`src/rtl/biq_pkg.sv`:
```
package biq_pkg;

    // default widths of the sample and coefficient words
    localparam int SAMPLE_WIDTH_DEF = 16;
    localparam int COEF_WIDTH_DEF   = 18;

    // coefficient register file
    localparam int NUM_COEFS = 5;

    typedef logic [2:0] coef_idx_t;

    localparam coef_idx_t COEF_A0 = 3'd0;
    localparam coef_idx_t COEF_A1 = 3'd1;
    localparam coef_idx_t COEF_A2 = 3'd2;
    localparam coef_idx_t COEF_B1 = 3'd3;
    localparam coef_idx_t COEF_B2 = 3'd4;

    // microprogram length and step counter
    localparam int STEP_W    = 3;
    localparam int NUM_STEPS = 6;

    typedef logic [STEP_W-1:0] step_t;

    localparam step_t FIRST_STEP = step_t'(0);
    localparam step_t LAST_STEP  = step_t'(NUM_STEPS - 1);

    // multiplier sample-side operand
    typedef enum logic [1:0] {
        MA_IN,
        MA_X,
        MA_Y
    } mul_src_t;

    // adder operand that the product is added to or taken from
    typedef enum logic [1:0] {
        AA_D1,
        AA_D2,
        AA_ACC
    } add_src_t;

    // second delay update
    typedef enum logic [1:0] {
        D2_HOLD,
        D2_SUM,
        D2_PROD
    } d2_op_t;

    // condition that holds the sequencer on its current step
    typedef enum logic [1:0] {
        WAIT_NONE,
        WAIT_IN,
        WAIT_OUT
    } wait_t;

    typedef struct packed {
        wait_t     wait_on;
        mul_src_t  mul_src;
        coef_idx_t coef_sel;
        logic      p_we;
        add_src_t  add_src;
        logic      add_sub;
        logic      acc_we;
        logic      y_we;
        logic      d1_we;
        d2_op_t    d2_op;
        logic      out_we;
        logic      last;
    } ucode_t;

    // control store, one word per step
    function automatic ucode_t ucode_rom(step_t s);
        ucode_t w;
        w = '0;
        case (s)
            step_t'(0): begin
                // p = x * a0, word taken from the input
                w.wait_on  = WAIT_IN;
                w.mul_src  = MA_IN;
                w.coef_sel = COEF_A0;
                w.p_we     = 1'b1;
            end
            step_t'(1): begin
                // acc = d1 + x*a0 ; p = x * a1
                w.mul_src  = MA_X;
                w.coef_sel = COEF_A1;
                w.p_we     = 1'b1;
                w.add_src  = AA_D1;
                w.acc_we   = 1'b1;
            end
            step_t'(2): begin
                // y = round/sat(acc) ; acc = d2 + x*a1 ; p = x * a2
                w.mul_src  = MA_X;
                w.coef_sel = COEF_A2;
                w.p_we     = 1'b1;
                w.add_src  = AA_D2;
                w.acc_we   = 1'b1;
                w.y_we     = 1'b1;
            end
            step_t'(3): begin
                // d2 parks x*a2 ; p = y * b1
                w.mul_src  = MA_Y;
                w.coef_sel = COEF_B1;
                w.p_we     = 1'b1;
                w.d2_op    = D2_PROD;
            end
            step_t'(4): begin
                // d1 = sat(acc - y*b1) ; p = y * b2
                w.mul_src  = MA_Y;
                w.coef_sel = COEF_B2;
                w.p_we     = 1'b1;
                w.add_src  = AA_ACC;
                w.add_sub  = 1'b1;
                w.d1_we    = 1'b1;
            end
            step_t'(5): begin
                // d2 = sat(x*a2 - y*b2) ; word out
                w.wait_on  = WAIT_OUT;
                w.add_src  = AA_D2;
                w.add_sub  = 1'b1;
                w.d2_op    = D2_SUM;
                w.out_we   = 1'b1;
                w.last     = 1'b1;
            end
            default: begin
                w.last = 1'b1;
            end
        endcase
        return w;
    endfunction

endpackage

```
`src/rtl/biq_datapath.sv`:
```
module biq_datapath #(
    parameter int SAMPLE_WIDTH = biq_pkg::SAMPLE_WIDTH_DEF,
    parameter int COEF_WIDTH   = biq_pkg::COEF_WIDTH_DEF
) (
    input  logic                           aclk,
    input  logic                           aresetn,
    input  biq_pkg::ucode_t                ctl,
    input  logic                           fire,
    input  logic signed [SAMPLE_WIDTH-1:0] sample_in,
    input  logic signed [COEF_WIDTH-1:0]   coefs [biq_pkg::NUM_COEFS],
    output logic signed [SAMPLE_WIDTH-1:0] y_out
);

    localparam int FRAC_W  = COEF_WIDTH - 2;
    localparam int PROD_W  = SAMPLE_WIDTH + COEF_WIDTH;
    localparam int DELAY_W = SAMPLE_WIDTH + COEF_WIDTH + 2;
    localparam int SUM_W   = DELAY_W + 2;

    localparam logic signed [SUM_W-1:0] D_MAX =
        {{(SUM_W - DELAY_W + 1){1'b0}}, {(DELAY_W - 1){1'b1}}};
    localparam logic signed [SUM_W-1:0] D_MIN =
        {{(SUM_W - DELAY_W + 1){1'b1}}, {(DELAY_W - 1){1'b0}}};
    localparam logic signed [SUM_W-1:0] Y_MAX =
        {{(SUM_W - SAMPLE_WIDTH + 1){1'b0}}, {(SAMPLE_WIDTH - 1){1'b1}}};
    localparam logic signed [SUM_W-1:0] Y_MIN =
        {{(SUM_W - SAMPLE_WIDTH + 1){1'b1}}, {(SAMPLE_WIDTH - 1){1'b0}}};
    localparam logic signed [SUM_W-1:0] ROUND_HALF =
        {{(SUM_W - FRAC_W){1'b0}}, 1'b1, {(FRAC_W - 1){1'b0}}};

    logic signed [SAMPLE_WIDTH-1:0] x_reg;
    logic signed [SAMPLE_WIDTH-1:0] y_reg;
    logic signed [SAMPLE_WIDTH-1:0] y_next;
    logic signed [SAMPLE_WIDTH-1:0] mul_a;
    logic signed [COEF_WIDTH-1:0]   mul_b;
    logic signed [PROD_W-1:0]       prod;
    logic signed [PROD_W-1:0]       p_reg;
    logic signed [SUM_W-1:0]        acc_reg;
    logic signed [SUM_W-1:0]        add_a;
    logic signed [SUM_W-1:0]        sum;
    logic signed [SUM_W-1:0]        rnd;
    logic signed [SUM_W-1:0]        quot;
    logic signed [DELAY_W-1:0]      sum_sat;
    logic signed [DELAY_W-1:0]      d1_reg;
    logic signed [DELAY_W-1:0]      d2_reg;

    // shared multiplier
    always_comb begin
        case (ctl.mul_src)
            biq_pkg::MA_IN: mul_a = sample_in;
            biq_pkg::MA_X:  mul_a = x_reg;
            biq_pkg::MA_Y:  mul_a = y_reg;
            default:        mul_a = x_reg;
        endcase
        case (ctl.coef_sel)
            biq_pkg::COEF_A0: mul_b = coefs[0];
            biq_pkg::COEF_A1: mul_b = coefs[1];
            biq_pkg::COEF_A2: mul_b = coefs[2];
            biq_pkg::COEF_B1: mul_b = coefs[3];
            biq_pkg::COEF_B2: mul_b = coefs[4];
            default:          mul_b = coefs[0];
        endcase
    end

    assign prod = PROD_W'(mul_a) * PROD_W'(mul_b);

    // shared adder with delay-width saturation
    always_comb begin
        case (ctl.add_src)
            biq_pkg::AA_D1:  add_a = SUM_W'(d1_reg);
            biq_pkg::AA_D2:  add_a = SUM_W'(d2_reg);
            biq_pkg::AA_ACC: add_a = acc_reg;
            default:         add_a = acc_reg;
        endcase
        if (ctl.add_sub) begin
            sum = add_a - SUM_W'(p_reg);
        end else begin
            sum = add_a + SUM_W'(p_reg);
        end
        if (sum > D_MAX) begin
            sum_sat = D_MAX[DELAY_W-1:0];
        end else if (sum < D_MIN) begin
            sum_sat = D_MIN[DELAY_W-1:0];
        end else begin
            sum_sat = sum[DELAY_W-1:0];
        end
    end

    // round half up, floor shift, saturate to sample width
    always_comb begin
        rnd  = acc_reg + ROUND_HALF;
        quot = rnd >>> FRAC_W;
        if (quot > Y_MAX) begin
            y_next = Y_MAX[SAMPLE_WIDTH-1:0];
        end else if (quot < Y_MIN) begin
            y_next = Y_MIN[SAMPLE_WIDTH-1:0];
        end else begin
            y_next = quot[SAMPLE_WIDTH-1:0];
        end
    end

    always_ff @(posedge aclk) begin
        if (fire) begin
            if (ctl.p_we) begin
                p_reg <= prod;
            end
            if (ctl.p_we && ctl.mul_src == biq_pkg::MA_IN) begin
                x_reg <= sample_in;
            end
            if (ctl.acc_we) begin
                acc_reg <= sum;
            end
            if (ctl.y_we) begin
                y_reg <= y_next;
            end
        end
    end

    always_ff @(posedge aclk) begin
        if (!aresetn) begin
            d1_reg <= '0;
            d2_reg <= '0;
        end else if (fire) begin
            if (ctl.d1_we) begin
                d1_reg <= sum_sat;
            end
            case (ctl.d2_op)
                biq_pkg::D2_SUM:  d2_reg <= sum_sat;
                biq_pkg::D2_PROD: d2_reg <= DELAY_W'(p_reg);
                default:          d2_reg <= d2_reg;
            endcase
        end
    end

    assign y_out = y_reg;

endmodule

```
`src/rtl/biquad_iir_filter.sv`:
```
// biquad_iir_filter: one second-order iir section, transposed direct form ii
//
// input channel s_valid / s_ready / s_sample_in: one signed audio word per
// handshake. result channel m_valid / m_ready / m_sample_out: one filtered
// word per input word, rounded half up and saturated to the sample width.
// coefficients a0 a1 a2 b1 b2 (signed q2.frac) are written through
// cfg_wr_en / cfg_index / cfg_wdata; the user must write them only while the
// filter is idle, the block does not enforce this. an index past b2 is ignored.
//
// a six-step microprogram drives one shared multiplier and one adder: a
// word is taken on step 0, steps 1 to 4 work through it, and the result lands
// in the output register when step 5 fires. the five products run back to
// back through the single multiplier, so a new word is taken only after the
// last one has left step 5. s_ready is high on step 0 only.
//
// reset clears both delay accumulators, restores the pass-through
// coefficients (a0 = 1.0, rest 0) and empties the output register.
// a stalled receiver holds the sequencer on its last step until the output
// register frees up; the next word is taken while a result is still waiting.
module biquad_iir_filter #(
    parameter int SAMPLE_WIDTH = biq_pkg::SAMPLE_WIDTH_DEF,
    parameter int COEF_WIDTH   = biq_pkg::COEF_WIDTH_DEF
) (
    input  logic                           aclk,
    input  logic                           aresetn,
    // input word channel
    input  logic                           s_valid,
    output logic                           s_ready,
    input  logic signed [SAMPLE_WIDTH-1:0] s_sample_in,
    // result word channel
    output logic                           m_valid,
    input  logic                           m_ready,
    output logic signed [SAMPLE_WIDTH-1:0] m_sample_out,
    // coefficient write port
    input  logic                           cfg_wr_en,
    input  biq_pkg::coef_idx_t             cfg_index,
    input  logic [COEF_WIDTH-1:0]          cfg_wdata
);

    // 1.0 in q2.frac
    localparam logic signed [COEF_WIDTH-1:0] COEF_ONE =
        {2'b01, {(COEF_WIDTH - 2){1'b0}}};

    biq_pkg::step_t  step_reg;
    biq_pkg::step_t  step_next;
    biq_pkg::ucode_t ctl;
    logic            fire;
    logic            m_valid_reg;
    logic            m_valid_next;
    logic signed [SAMPLE_WIDTH-1:0] m_sample_reg;
    logic signed [SAMPLE_WIDTH-1:0] y_out;
    logic signed [COEF_WIDTH-1:0]   coef_reg [biq_pkg::NUM_COEFS];

    // coefficient registers
    always_ff @(posedge aclk) begin
        if (!aresetn) begin
            coef_reg[0] <= COEF_ONE;
            coef_reg[1] <= '0;
            coef_reg[2] <= '0;
            coef_reg[3] <= '0;
            coef_reg[4] <= '0;
        end else if (cfg_wr_en) begin
            case (cfg_index)
                biq_pkg::COEF_A0: coef_reg[0] <= cfg_wdata;
                biq_pkg::COEF_A1: coef_reg[1] <= cfg_wdata;
                biq_pkg::COEF_A2: coef_reg[2] <= cfg_wdata;
                biq_pkg::COEF_B1: coef_reg[3] <= cfg_wdata;
                biq_pkg::COEF_B2: coef_reg[4] <= cfg_wdata;
                default: ;
            endcase
        end
    end

    // control store lookup for the current step
    assign ctl = biq_pkg::ucode_rom(step_reg);

    // a step runs unless it waits on a word in or on room in the output register
    always_comb begin
        case (ctl.wait_on)
            biq_pkg::WAIT_IN:  fire = s_valid;
            biq_pkg::WAIT_OUT: fire = !m_valid_reg || m_ready;
            default:           fire = 1'b1;
        endcase
    end

    // step counter: hold while waiting, wrap after the last step
    always_comb begin
        if (!fire) begin
            step_next = step_reg;
        end else if (ctl.last) begin
            step_next = biq_pkg::FIRST_STEP;
        end else begin
            step_next = step_reg + biq_pkg::step_t'(1);
        end
    end

    always_ff @(posedge aclk) begin
        if (!aresetn) begin
            step_reg <= biq_pkg::FIRST_STEP;
        end else begin
            step_reg <= step_next;
        end
    end

    assign s_ready = (ctl.wait_on == biq_pkg::WAIT_IN);

    biq_datapath #(
        .SAMPLE_WIDTH (SAMPLE_WIDTH),
        .COEF_WIDTH   (COEF_WIDTH)
    ) u_datapath (
        .aclk      (aclk),
        .aresetn   (aresetn),
        .ctl       (ctl),
        .fire      (fire),
        .sample_in (s_sample_in),
        .coefs     (coef_reg),
        .y_out     (y_out)
    );

    // output register
    always_comb begin
        if (fire && ctl.out_we) begin
            m_valid_next = 1'b1;
        end else if (m_ready) begin
            m_valid_next = 1'b0;
        end else begin
            m_valid_next = m_valid_reg;
        end
    end

    always_ff @(posedge aclk) begin
        if (!aresetn) begin
            m_valid_reg <= 1'b0;
        end else begin
            m_valid_reg <= m_valid_next;
        end
    end

    always_ff @(posedge aclk) begin
        if (fire && ctl.out_we) begin
            m_sample_reg <= y_out;
        end
    end

    assign m_valid      = m_valid_reg;
    assign m_sample_out = m_sample_reg;

`ifndef SYNTH
    // a taken word always starts the arithmetic steps
    a_accept_advances: assert property (@(posedge aclk) disable iff (!aresetn)
        (s_valid && s_ready) |=> (step_reg == biq_pkg::step_t'(1)))
        else $error("sequencer did not advance after input word");

    // results only appear from the last step
    a_out_from_last: assert property (@(posedge aclk) disable iff (!aresetn)
        (m_valid && (!$past(m_valid) || $past(m_ready))) |->
            ($past(step_reg) == biq_pkg::LAST_STEP))
        else $error("result word loaded outside the last step");

    // a stalled receiver freezes the sequencer on its last step
    a_stall_holds: assert property (@(posedge aclk) disable iff (!aresetn)
        (step_reg == biq_pkg::LAST_STEP && m_valid && !m_ready) |=>
            (step_reg == biq_pkg::LAST_STEP))
        else $error("sequencer left last step while output stalled");

    // step counter stays inside the microprogram
    a_step_range: assert property (@(posedge aclk) disable iff (!aresetn)
        step_reg <= biq_pkg::LAST_STEP)
        else $error("step counter out of program range");

    // input is taken only on the first step
    a_ready_first: assert property (@(posedge aclk) disable iff (!aresetn)
        s_ready |-> (step_reg == biq_pkg::FIRST_STEP))
        else $error("input ready outside the first step");
`endif

endmodule

```
`config.mk`:
```
export PLATFORM = sky130hd
export DESIGN_NAME = biquad_iir_filter
export DESIGN_NICKNAME = d
export VERILOG_FILES = /design/src/rtl/biq_pkg.sv /design/src/rtl/biq_datapath.sv /design/src/rtl/biquad_iir_filter.sv
export SDC_FILE = /design/constraint.sdc
export NUM_CORES = 2
export LEC_CHECK = 0
export CORE_MARGIN = 2
export CORE_UTILIZATION = 60
export DETAILED_ROUTE_END_ITERATION = 8
export DONT_BUFFER_PORTS = 1
export PLACE_DENSITY = 0.76
export RECOVER_POWER = 25
export SETUP_SLACK_MARGIN = 0.15
export SKIP_LAST_GASP = 1
export SYNTH_ARGS = -nofsm -noshare
export SYNTH_HDL_FRONTEND = slang
export SYNTH_SLANG_ARGS = --single-unit
```
`constraint.sdc`:
```
create_clock -name aclk -period 10.9 [get_ports aclk]
set_input_delay 2.18 -clock aclk [delete_from_list [all_inputs] [get_ports aclk]]
set_output_delay 2.18 -clock aclk [all_outputs]
set_load 0.05 [all_outputs]
```
==> run metrics <==
vias in the first global route=21831; global-route wire length before repair=120000 um; clock skew=0.0252 ns; share of flip-flops with an asynchronous set or reset=0; CTS max path bufs=3; Overflow after GRT=0; commonest non-fill, non-tap cell in the layout=nand2_1; port bufs=0; largest net degree at the start of global routing=169; crit path buf inv count=7; Initial Utilization=0.607; Top delay family on crit path=compound AO/OA/AOI/OAI gates; io pins=60; Synth Area in XOR/XNOR=0.0412; hold crit path type=reg -> reg; Post-CTS Setup Bufs=0; initial antenna violation count=0; number of nets in the layout=about 3400; # DRC=0; Required @ worst endpoint=approximately 11 ns; failing checks=max-capacitance violations, max-slew violations; commonest non-fill, non-tap cells in the layout=412 x nand2_1, 400 x inv_1, 374 x nor2_1; max-slew violations=37; number of routed nets with antenna violations=0; final setup fails=0; # clock sinks=286; Worst-path clk slew=0.06 ns; Core Rows=76; library cells used by synthesis=74; outcome=finished with violations; Most used DFF post-synth=dfxtp_1; final WL=76400 um; FF+latch area=6930 um2; post-cts resize count=0; Final GP Congestion=0.973; largest family of logic cells by synthesized area=adder cells; sequential fraction of the synthesis area=0.265; CTS tree=done; Synth Area in Compound Gates=0.155; dpl hpwl=57300 um; Slew HR=-0.461; worst skew pair latency=roughly 0.55 ns; share of cells above drive strength 1=0.0547; Setup TNS=0 ns; largest area contributor in the netlist=fa_1; DR WL/cell=21.4 um; Core ar.=43000 um2; Syn Inst Count=around 3000; simple logic cell fraction of the synthesized area=0.160; Die ar.=about 45000 um2; # fillers=3669; DR pass1 iterations=6; Mapped Area=26100 um2; CTS Buf Count=34; Synthesis Warnings=0; Max Fanout on Critical Path=22; H-tree level count=2; Initial DRC Count=2018; CP Capture Type=register; max reg flops=90; DIE WIDTH=213 um; Peak Freq=102 MHz; Crit-path slowest cell=dfxtp_1; CP Launch Type=register; MaxCap Viol Count=1; Final min period=9.83 ns; Area Growth Syn to Fin=6.59%; CTS root buffer=clkbuf_16; final worst path period share=0.902; mean post-synth cell area=8.71 um2; CP arrival=about 10 ns; CTS Hold Buffers Added=0; #FFs+latches synth=approximately 290; slew at the pin closest to its max-slew limit=2.19 ns; Area contributors post-synth=fa_1 22%, edfxtp_1 14%, dfxtp_1 13%, ha_1 6.2%, nand2_1 5.9%; WS Path Type=reg -> reg; die height=213 um; final hold vios=0; GRT Total Usage=0.346; RSZ-0062 raised after global routing=false; Via density=slightly above 6; mux contribution to synthesized area=0.0135; Post-synth EDFFs=120; Synth Area in Adders=0.285; top-area cell type share of the netlist area=0.223; DR vias=21541; footprint of the multi-input gates=17200 um2; syn_nets=3460; CP max stage delay=roughly 0.64 ns
## worst register-to-register path: cells and delay by family (launching register included)
kind	cells	cell delay (ns)
adder cells (fa/ha/maj)	8	3.55
AND/OR/NAND/NOR	3	0.41
buffers and inverters	7	1.00
flip-flops	1	0.64
AO/OA/AOI/OAI	14	4.11
## Yosys cell counts, types with 61 or more instances
library cell / instances
fa_1: 291
o21ai_0: 111
o211ai_1: 61
ha_1: 130
nor2_1: 377
inv_1: 400
nand2_1: 413
a21oi_1: 127
dfxtp_1: 166
edfxtp_1: 120
a21boi_0: 91
xnor2_1: 72
clkbuf_1: 103
## layer usage
metal,vias to the layer above,routed length [um],track usage
li1,9717,-,-
met1,10551,29300,0.443
met2,1033,36100,0.568
met3,240,7110,0.0728
met4,0,3860,0.153
met5,-,0,0
## metrics by stage
step	hold slack (ns)	instances	util	setup WS [ns]	area (um2)
5_1_grt	0.479	3563	0.647	0.635	27800
2_1_floorplan	0.426	2997	-	2.19	26100
6_report	0.463	3565	0.647	1.07	27800
4_1_cts	0.465	3563	0.647	1.21	27800
3_5_place_dp	0.457	3501	0.621	1.26	26700
3_3_place_gp	0.448	3501	0.621	1.32	26700
## layout make-up
cell class              count  share of cell area
multi-input cells        2177               0.616
flip-flops and latches    286               0.249
inverters                 401              0.0541
clock buffers              49              0.0340
well taps                 585              0.0263
repair buffers             52              0.0139
clock inverters            13             0.00607
diodes                      2            0.000180
## logic make-up (layout without fill, tap and decap cells)
| group | after synthesis | count (layout) |
|---|---|---|
| buf+inv | 534 | 515 |
| other cells | 0 | 2 |
| compound gates | 618 | 618 |
| fa+ha+maj | 421 | 421 |
| flops | 286 | 286 |
| xor+xnor | 121 | 121 |
| simple gates | 982 | 982 |
| mux | 35 | 35 |
## final timing paths
check | startpoint | end | slack [ns] | cells past startpoint
max reg2reg | step_reg[2] | u_datapath.p_reg[30] | 1.07 | 32
min | coef_reg[31] | coef_reg[31] | 0.46 | 2
min reg2reg | coef_reg[31] | coef_reg[31] | 0.46 | 2
max | step_reg[2] | u_datapath.p_reg[30] | 1.07 | 32
Power is not shown: default switching activity piles up to over one toggle a cycle in this logic, so the estimate is an artifact.
